### config.mk
export PLATFORM = sky130hd
export DESIGN_NAME = psue_ram
export DESIGN_NICKNAME = d
export VERILOG_FILES = /design/src/hdl/psue_ram.sv
export SDC_FILE = /design/constraint.sdc
export NUM_CORES = 1
export LEC_CHECK = 0
export BUFFER_PORTS_ARGS = -buffer_cell sky130_fd_sc_hd__buf_2
export CORE_ASPECT_RATIO = 0.8
export CORE_UTILIZATION = 30
export CTS_BUF_LIST = sky130_fd_sc_hd__clkbuf_8
export CTS_CLUSTER_DIAMETER = 80
export DETAILED_ROUTE_END_ITERATION = 8
export SYNTH_ARGS = -nofsm -noshare
export SYNTH_HDL_FRONTEND = slang
export SYNTH_SLANG_ARGS = --single-unit
### constraint.sdc
create_clock -name clk -period 4.1 [get_ports clk]
set_input_delay 1.025 -clock clk [delete_from_list [all_inputs] [get_ports clk]]
set_output_delay 1.025 -clock clk [all_outputs]
set_load 0.03 [all_outputs]
### src/hdl/psue_ram.sv
// ----------------------------------------------------------------------------
// psue_ram
// Single write port, single read port memory with registered read data.
// ----------------------------------------------------------------------------
module psue_ram #(
  parameter int DEPTH = 2,
  parameter int WIDTH = 32,
  localparam int AW = (DEPTH > 1) ? $clog2(DEPTH) : 1
) (
  input  logic             clk,
  input  logic             we,
  input  logic [AW-1:0]    waddr,
  input  logic [WIDTH-1:0] wdata,
  input  logic [AW-1:0]    raddr,
  output logic [WIDTH-1:0] rdata
);

  logic [WIDTH-1:0] mem [DEPTH];

  always_ff @(posedge clk) begin
    if (we) begin
      mem[waddr] <= wdata;
    end
  end

  always_ff @(posedge clk) begin
    rdata <= mem[raddr];
  end

endmodule

# --- Yosys cells after proc, flatten, opt, wreduce, memory -nomap -nowiden ---
# Memories as Yosys holds them, arrays and structs flattened. A register that Yosys moved wholly into a read port is not among the register bits.
# Index checks and enable logic that the tools add are counted.
totals:
  register_bits: 0
  ramBits: 64
  in_bits: 36
  out_inout_bits: 32
  word_cells: 3
  memories: 1
op_classes:
  n_mux: 2
memory_table:
  columns: ["name", "depth", "word_bits", "rd", "rd_clocked_by_memory_dff", "wr", "line", "rtl"]
  rows:
  - ["mem", 2, 32, 1, 1, 1, "18", "logic [WIDTH-1:0] mem [DEPTH];"]
ops:
  columns: ["cell", "n"]
  rows:
  - ["$mux 1", 2]

# --- Depth between registers and ports, before layout ---
logic_depth:
  word_depth: 2
  ltp_mapped: 3
  ltp_nobuf: 1

# --- Worst setup path after synthesis ---
# OpenSTA, ideal clock, no wires.
synth_timing:
  path_type: "input-to-reg"
  from: "input port waddr"
  to: "memory mem[0][0], enable pin"
  arrival_time_ns: 2.477
  required_ns: 3.675
  setup_slack_ns: 1.197
  cell_stages: 1
  path_buffers: 0
  path_cell_list: "nor2b_1"
synth_rtl:
  columns: ["item", "line", "rtl"]
  rows:
  - ["from (decl)", "12", "input logic [AW-1:0] waddr,"]
  - ["to (decl)", "18", null]
# No word-level cell before the write port.

# --- Worst setup path in the final report ---
layout_timing:
  from: "input port raddr"
  to: "register rdata[29], read port of mem"
layout_rtl:
  columns: ["item", "line", "rtl"]
  rows:
  - ["from (decl)", "14", "input logic [AW-1:0] raddr,"]
  - ["to (decl)", "15", "output logic [WIDTH-1:0] rdata"]
# No word-level cell between the ends.

==> summary.txt <==
Outcome
  • Outcome: completed

Drt
  • Uppermost layer routed: met4
  • Met2 WL: 2150 microns
  • Via count: 1369
  • Routed met1 length: 1810 microns
  • Antenna Violating Nets Remaining: 0
  • Drt total wl: 4530 microns
  • Number of DRC markers in iteration 0: 32
  • Met3 wire length: 459 microns
  • Drt drc: 0
  • DR WL/cell: 13.0 microns
  • DR pass1 iterations: 2
  • Vias/cell: 3.92

GRT
  • Largest net degree at the start of global routing: 33
  • First-pass GRT wire length: 7000 microns
  • Overflow after GRT: 0
  • Vias in the first global route: 1489
  • GRT Overall Usage: 0.0924
  • Initial antenna violation count: 0

Finish
  • Core Util, Final: 0.379
  • Register Area: roughly 2600 sq um
  • Ant diodes: 0
  • Filler cells: 940
  • Final #Nets: 244
  • Multi-input combinational cell area: 494 sq um
  • Synth-to-Final Area Change: 20.3%
  • Non-filler cells, final: 349
  • Share of cells above drive strength 1: 0.540
  • Final instance area: 3750 sq um

Power
  • Switching share of power: 0.228
  • Psw: 0.000432 W
  • Comb power frac: 0.095
  • Proportion of power drawn by flip-flops and latches: 0.595
  • Peak VDD IR: 0.000270 V
  • Clock power share: 0.310
  • PD cells: a little over 500 nW/um^2
  • Pint: about 0.0015 W
  • Leak Pwr: 1.50 nW

Synth
  • Multiplexer area fraction after synthesis: 0.152
  • Main combinational cell family by area after synthesis: multiplexers
  • Simple-gate portion of the synthesized area: 0.00401
  • Leading post-synthesis cells by cell area: edfxtp_1 (62%), dfxtp_1 (21%), mux2_4 (14%), buf_12 (1.9%), mux2_2 (0.72%)
  • Synth cell types: 8
  • Synth Area in Adders: 0
  • Post-Synth XOR/XNOR Area: 0
  • Synth Area in Compound Gates: 0
  • Yosys top cell by area: edfxtp_1
  • Synth Cell Area: 3120 sq um
  • Post-Syn Nets: between 150 and 200
  • Synthesized area per cell: between 20 and 25 sq um
  • Top-area cell type share of the netlist area: 0.616
  • Flops & latches, synth: 96
  • Post-Synthesis Cells: 134
  • Yosys warnings: 0
  • Sequential fraction of the synthesis area: 0.822

Critical path
  • Max stage delay cell, worst path: buf_2
  • Max stage delay on crit path: 780 ps
  • Crit path cell chain: buf_2 -> mux2_2
  • Cell class contributing the biggest share of worst-path delay: buffers and inverters
  • Startpoint Class: input pin
  • CP Capture Type: flop
  • WP data required: 4350 ps
  • Crit Path Class: input pin to flop
  • Worst EP arrival: 2230 ps
  • Worst Path Buf+Inv: 1
  • CP max FO: 32

Placement
  • DPL Wire Length: 2760 microns
  • GP Congestion: about 0.60
  • Placed cells: roughly 330
  • PortBufs: 67
  • Placed cell areas: 3560 sq um

Floorplan
  • Initial Util: 0.315
  • I/O pin cnt: 68
  • Row cnt: 32
  • Die width: ~120 microns
  • Core ar.: 9890 sq um
  • Full die area: 10800 sq um
  • Die H: 93.2 microns

STA
  • Final setup vio count: 0
  • Final TNS setup: 0 ps
  • Period utilization: 0.482
  • Worst-Margin Slew: approximately 1100 ps
  • Final Critical Period: 1980 ps
  • Min Hold Slack: 473 ps
  • Slew Limit Fails: 0
  • Fmax achieved: 0.506 GHz
  • Clock Skew: roughly 10 ps
  • Fin. Hold Viols: 0
  • Relative slew slack: 0.298
  • RSZ-0062 raised after global routing: false

Clock network
  • Clk_lat worst skew: 360 ps
  • Clock transition at path regs: 90 ps
  • CTS tree: built
  • Post-CTS sizing: 0
  • Total CTS buffers: 9
  • Longest Clk Path Bufs: 2
  • Hold_buf cts: 0
  • Post-CTS Setup Inserts: 0
  • H-tree Lvls: 3
  • CTS root buffer: clkbuf_8
  • CTS sink cnt: 96

Job
  • Max_cap viols: 0

Min path
  • Worst Hold Class: flop to flop
power groups by stage:
stage / sequential, W / clock [W] / combinational, W
3_3_place_gp: 0.00115 / 0 / 0.000180
6_report: 0.00113 / 0.000586 / 0.000180
4_1_cts: 0.00113 / 0.000611 / 0.000184
5_1_grt: 0.00113 / 0.000644 / 0.000191
3_5_place_dp: 0.00115 / 0 / 0.000183
2_1_floorplan: 0.00121 / 0 / 0.0000678
sequential cells by signal, summed over array words and instances, names as in the netlist:
signal	count
rdata	32
mem	64
synth_stat cells:
library cell,number
and2_1,1
buf_12,3
buf_6,1
dfxtp_1,32
edfxtp_1,64
mux2_2,2
mux2_4,30
nor2b_1,1
routing by layer:
layer / global-route usage / up-vias
met4: 0.0513 / 0
met2: 0.149 / 51
li1: - / 647
met3: 0.0590 / 10
met5: 0 / -
met1: 0.0896 / 661
placed cells by master, fill, tap and decap left out, drive strengths merged:
cell and n:
edfxtp 64, inv 2, bufinv 1, clkinv 4
clkbuf 9, dfxtp 32, buf 67, and2 1
mux2 32, nor2b 1
stage by stage:
stage / power, W / setup WS [ps]
6_report: 0.00189 / 2120
5_1_grt: 0.00197 / 2070
4_1_cts: 0.00192 / 2100
3_5_place_dp: 0.00133 / 1710
3_3_place_gp: 0.00133 / 1710
2_1_floorplan: 0.00127 / 1200
worst paths after layout:
| path | startpoint | endpoint | slack, ps | cells after the start |
|---|---|---|---|---|
| worst max register to register | mem[0][18] | rdata[18] | 3330 | 1 |
| worst min register to register | mem[1][10] | rdata[10] | 470 | 1 |
| worst min-delay path | mem[1][10] | rdata[10] | 470 | 1 |
| worst max-delay path | raddr | rdata[29] | 2120 | 2 |
logic make-up (layout without fill, tap and decap cells):
kind of cell / Yosys count / count (layout)
buffers and inverters: 4 / 83
and+or+nand+nor: 2 / 2
muxes: 32 / 32
DFF: 96 / 96
cell type report:
type	count	share of cell area
clock buffers	9	0.0330
clock inverters	7	0.0173
multi-input cells	34	0.132
flip-flops and latches	96	0.683
well taps	136	0.0454
repair buffers	67	0.0894
Note: power is estimated with default switching activity, not from simulation.
