==> src/hdl/psue_pkg.sv <==
// ----------------------------------------------------------------------------
// psue_pkg
// Shared types and constants of the particle swarm update engine.
// ----------------------------------------------------------------------------
package psue_pkg;

  localparam int NUM_PARTICLES_DEF  = 32;
  localparam int NUM_DIMENSIONS_DEF = 16;

  // shared multiplier operand width and divider width
  localparam int MULW = 34;
  localparam int DIVW = 36;
  localparam int ACCW = 44;

  localparam logic signed [31:0] S32_MAX = 32'sh7fffffff;
  localparam logic signed [31:0] S32_MIN = 32'sh80000000;

  typedef enum logic [1:0] {
    REQ_LOAD   = 2'd0,
    REQ_CLIP   = 2'd1,
    REQ_REPORT = 2'd2,
    REQ_UPDATE = 2'd3
  } req_kind_t;

  typedef enum logic [2:0] {
    REG_COG_GAIN   = 3'd0,
    REG_SOC_GAIN   = 3'd1,
    REG_VEL_LIMIT  = 3'd2,
    REG_INERTIA_HI = 3'd3,
    REG_INERTIA_LO = 3'd4,
    REG_ITER_COUNT = 3'd5,
    REG_BOUND_LOW  = 3'd6,
    REG_BOUND_HIGH = 3'd7
  } reg_idx_t;

  typedef enum logic [4:0] {
    S_CLEAR,
    S_IDLE,
    S_IDX,
    S_ADDR,
    S_RD,
    S_COPY,
    S_DS,
    S_DW,
    S_M2,
    S_M3,
    S_M4,
    S_M5,
    S_M6,
    S_M7,
    S_CL,
    S_WR,
    S_DONE
  } state_t;

  typedef struct packed {
    logic                   start;
    logic signed [DIVW-1:0] dividend;
    logic [15:0]            divisor;
  } div_req_t;

endpackage

==> src/hdl/psue_alu.sv <==
// ----------------------------------------------------------------------------
// psue_alu
// Shared signed multiplier with a registered product.
// ----------------------------------------------------------------------------
module psue_alu import psue_pkg::*; (
  input  logic                     clk,
  input  logic signed [MULW-1:0]   a,
  input  logic signed [MULW-1:0]   b,
  output logic signed [2*MULW-1:0] p
);

  always_ff @(posedge clk) begin
    p <= a * b;
  end

endmodule

==> config.mk <==
export PLATFORM = sky130hd
export DESIGN_NAME = psue_alu
export DESIGN_NICKNAME = d
export VERILOG_FILES = /design/src/hdl/psue_pkg.sv /design/src/hdl/psue_alu.sv
export SDC_FILE = /design/constraint.sdc
export NUM_CORES = 2
export LEC_CHECK = 0
export BUFFER_PORTS_ARGS = -buffer_cell sky130_fd_sc_hd__buf_2
export CAP_MARGIN = 30
export CORE_MARGIN = 4
export CORE_UTILIZATION = 40
export CTS_BUF_LIST = sky130_fd_sc_hd__clkbuf_8 sky130_fd_sc_hd__clkbuf_16
export DETAILED_ROUTE_END_ITERATION = 10
export PLACE_DENSITY = 0.65
export SETUP_SLACK_MARGIN = 0.3
export SYNTH_ARGS = -nofsm -noshare
export SYNTH_HDL_FRONTEND = slang
export SYNTH_SLANG_ARGS = --single-unit
==> constraint.sdc <==
create_clock -name clk -period 9.7 [get_ports clk]
set_input_delay 1.94 -clock clk [delete_from_list [all_inputs] [get_ports clk]]
set_output_delay 1.94 -clock clk [all_outputs]
set_load 0.01 [all_outputs]
### After elaboration in Yosys (flattened, before gate mapping)

Cells that the tools add are included.

* output and inout bits: 68
* ROM bits: 0
* bits in latches: 0
* flip-flop bits (word level): 68
* bits in writable memories: 0
* memories: 0
* input bits: 69

* div/mod/pow operators: 0
* multiplexer cells: 0
* bitwise operators: 0
* $lt $le $gt $ge: 0
* reduce and logical (&&, ||, !) cells: 0
* add/subtract/negate cells: 0
* equality and inequality tests: 0
* shifts and indexed selects: 0
* multipliers: 1

Operators by type and width (count)
* $mul A34 B34 Y68: 1

### Longest topological paths before layout

* depth in word-level cells: 1
* gate-level depth with buffers: 31
* gate-level depth less buffers: 29

### Worst setup path after synthesis

OpenSTA, ideal clock, no wires.

* path kind: input to register
* from: input port a[33]
* to: register p[65]
* stages: 24
* buffers on the path: 2
* setup slack: 270 ps
* data required time: 9628 ps
* arrival time: 9358 ps
* path through: clkbuf_1 nand2_1 inv_1 fa_1 fa_1 fa_1 fa_1 inv_1 fa_1 fa_1 fa_1 fa_1 inv_1 ha_1 clkdlybuf4s50_2 nand3_1 or2_2 nor2_1 a221oi_1 o21ai_0 a31oi_2 nor2_2 o41ai_2 xnor2_1

* cells in the longest elaborated chain, start to end: 1

RTL lines
* from (decl): line psue_alu.sv:7 `input logic signed [MULW-1:0] a,`
* $mul A34 B34 Y68: line psue_alu.sv:13 `p <= a * b;`
* to (signal assigned): line psue_alu.sv:13
* to (decl): line psue_alu.sv:9 `output logic signed [2*MULW-1:0] p`

Every way passes these cells.

### Worst setup path in the final report

* from: input port a[16]
* to: register p[61]

Same word-level chain as after synthesis.

==> out/qor.txt <==
Commonest non-fill, non-tap cell in the layout: fa_1
WP data arrival: 9.48 ns
First-pass DRT Iterations: 8
First-pass GRT wire length: 187900 um
Asr flop ratio synth: 0%
Crit Path Class: in2reg
Post-synth EDFFs: 0
Vias in the first global route: 34370
Via count: 29950
Worst path required time: 9.99 ns
Final Hold Fails: 0
Worst Hold Class: in2reg
Die Y-Extent: 336.0 um
Drt total wl: 113000 um
FMAX: 108.9 MHz
Register bit total from synthesis: 68
Seq/Total Area, Yosys: 3.164%
GP Congestion: 0.8946
Most flops, register: p
Nets: 6166
Drt initial violations: 1586
Most frequent cells in the layout: fa_1 (1237), inv_1 (1231), and2_1 (621)
Fill cell count: 10480
Post-DR wirelength/cell: 18.62 um
Critical-path top delay cell: fa_1
Buf+Inv Stages, Crit Path: 7
Row count: 120
DP Wirelength: 98970 um
Final setup viols: 0
Rel. slew slack: 55.04%
Final min period: 9.185 ns
Initial antenna violation count: 23
Die area: 0.1129 mm2
Number of max-cap violations: 0
Fraction of layout cells with a size suffix above 1: 7.925%
Largest net degree at the start of global routing: 35
Cells after Synth: 4554
Count of input and output buffers: 136
Actual slew at the worst max-slew pin: 0.6736 ns
CP most frequent cell: fa_1
Post-Layout Inst Area: 0.04633 mm2
Worst-path clk slew: 0.07 ns
Final Max Slew Viols: 0
Core area: 0.1069 mm2
Die X: 336.0 um
Io pins: 137
CP Launch Type: primary input
Max clock buf depth: 2
Dpl cell area: 0.04593 mm2
Drc violations: 0
Top Registers: p x68
Netlist Area Pre-Place: 0.04303 mm2
CTS root buf: clkbuf_16
Part of the cycle the worst path needs: 94.69%
CTS Buf Count: 9
CP delay by family, top: adder cells
Crit path from: a[16]
Routed Antenna Nets: 0
Post-synth top flop: dfxtp_1
# H-tree levels: 3
Crit. End Element: flop
Layout area overhead: 7.683%
Number of synthesis warnings: 0
Syn_nets: 6068
Min-Delay Startpoint: b[0]
Clock sinks: 68
Initial cell density of the core: 40.25%
Max reg flops: 68
Crit-path max FO: 19
# hold bufs at CTS: 0
Syn_area_per_cell: 9.448 um2
Distinct cells, synth: 69
Critical Path Max Stage Delay: 0.60 ns
TritonCTS clock tree: yes
Unrepaired setup endpoints after global routing: yes
Status: completed
All-Layer GR Usage: 21.42%
Vias per inst: 4.934
Global route overflow: 0
-- cell families (layout without fill, tap and decap cells) --
family                   after synthesis  after routing  share of synthesized area (%)
buffers and inverters               1460           1562                          12.84
other                                  0             10                              0
flip-flops                            68             68                          3.164
AND/OR/NAND/NOR                     1296           1296                          15.37
XOR/XNOR                              79             79                          1.608
AO/OA/AOI/OAI                        206            206                          3.347
adder cells (fa/ha/maj)             1445           1445                          63.67
-- per-stage QoR --
step / hold WS, ns / setup TNS, ns / std cells / util [%] / worst slack, ns
floorplan: 2.067 / 0 / 4554 / - / 0.4825
global placement: 2.335 / -0.2334 / 6043 / 42.96 / -0.09788
detailed placement: 2.334 / -0.3182 / 6043 / 42.96 / -0.1232
CTS: 2.050 / 0 / 6058 / 43.23 / 0.3724
global route: 2.077 / 0 / 6065 / 43.33 / 0.2427
finish: 2.082 / 0 / 6069 / 43.34 / 0.5147
-- metal layers --
| layer | GRT usage (%) | vias up | wire [um] |
|---|---|---|---|
| li1 | - | 12990 | - |
| met1 | 26.70 | 15840 | 44170 |
| met2 | 38.05 | 872 | 57950 |
| met3 | 3.210 | 246 | 6438 |
| met4 | 7.402 | 6 | 4398 |
| met5 | 0 | - | 41 |
-- layout make-up --
class | instances | area (um2) | share of cell area (%)
multi-input cells | 3026 | 36180 | 78.10
inverters | 1232 | 4624 | 9.981
repair buffers | 315 | 2106 | 4.545
well taps | 1403 | 1755 | 3.789
flip-flops and latches | 68 | 1361 | 2.938
clock buffers | 10 | 239.0 | 0.5158
clock inverters | 5 | 37.54 | 0.08101
diodes | 10 | 25.02 | 0.05401
-- repair_timing --
| action | CTS | global route |
|---|---|---|
| endpoints found under the setup margin | 2 | 12 |
| buffers inserted | 0 | 1 |
| pin swaps | 0 | 3 |
| gates resized for setup | 1 | 30 |
-- synthesized netlist by cell type, types with 31 or more instances --
cell      instances  area share [%]
fa_1           1241              58
inv_1          1231              11
and2_1          621             9.0
nand2_1         542             4.7
clkbuf_1        214             1.9
ha_1            204             5.9
dfxtp_1          68             3.2
a21oi_1          61            0.71
xnor2_1          56             1.1
nor2_1           54            0.47
a21o_1           37            0.65
o21ai_0          31            0.36
-- worst paths after layout --
path / slack, ns / end / cells past startpoint
worst max-delay path: 0.51 / p[61] / 25
worst min-delay path: 2.08 / p[0] / 2
Power is not shown: default switching activity piles up to over one toggle a cycle in this logic, so the estimate is an artifact.
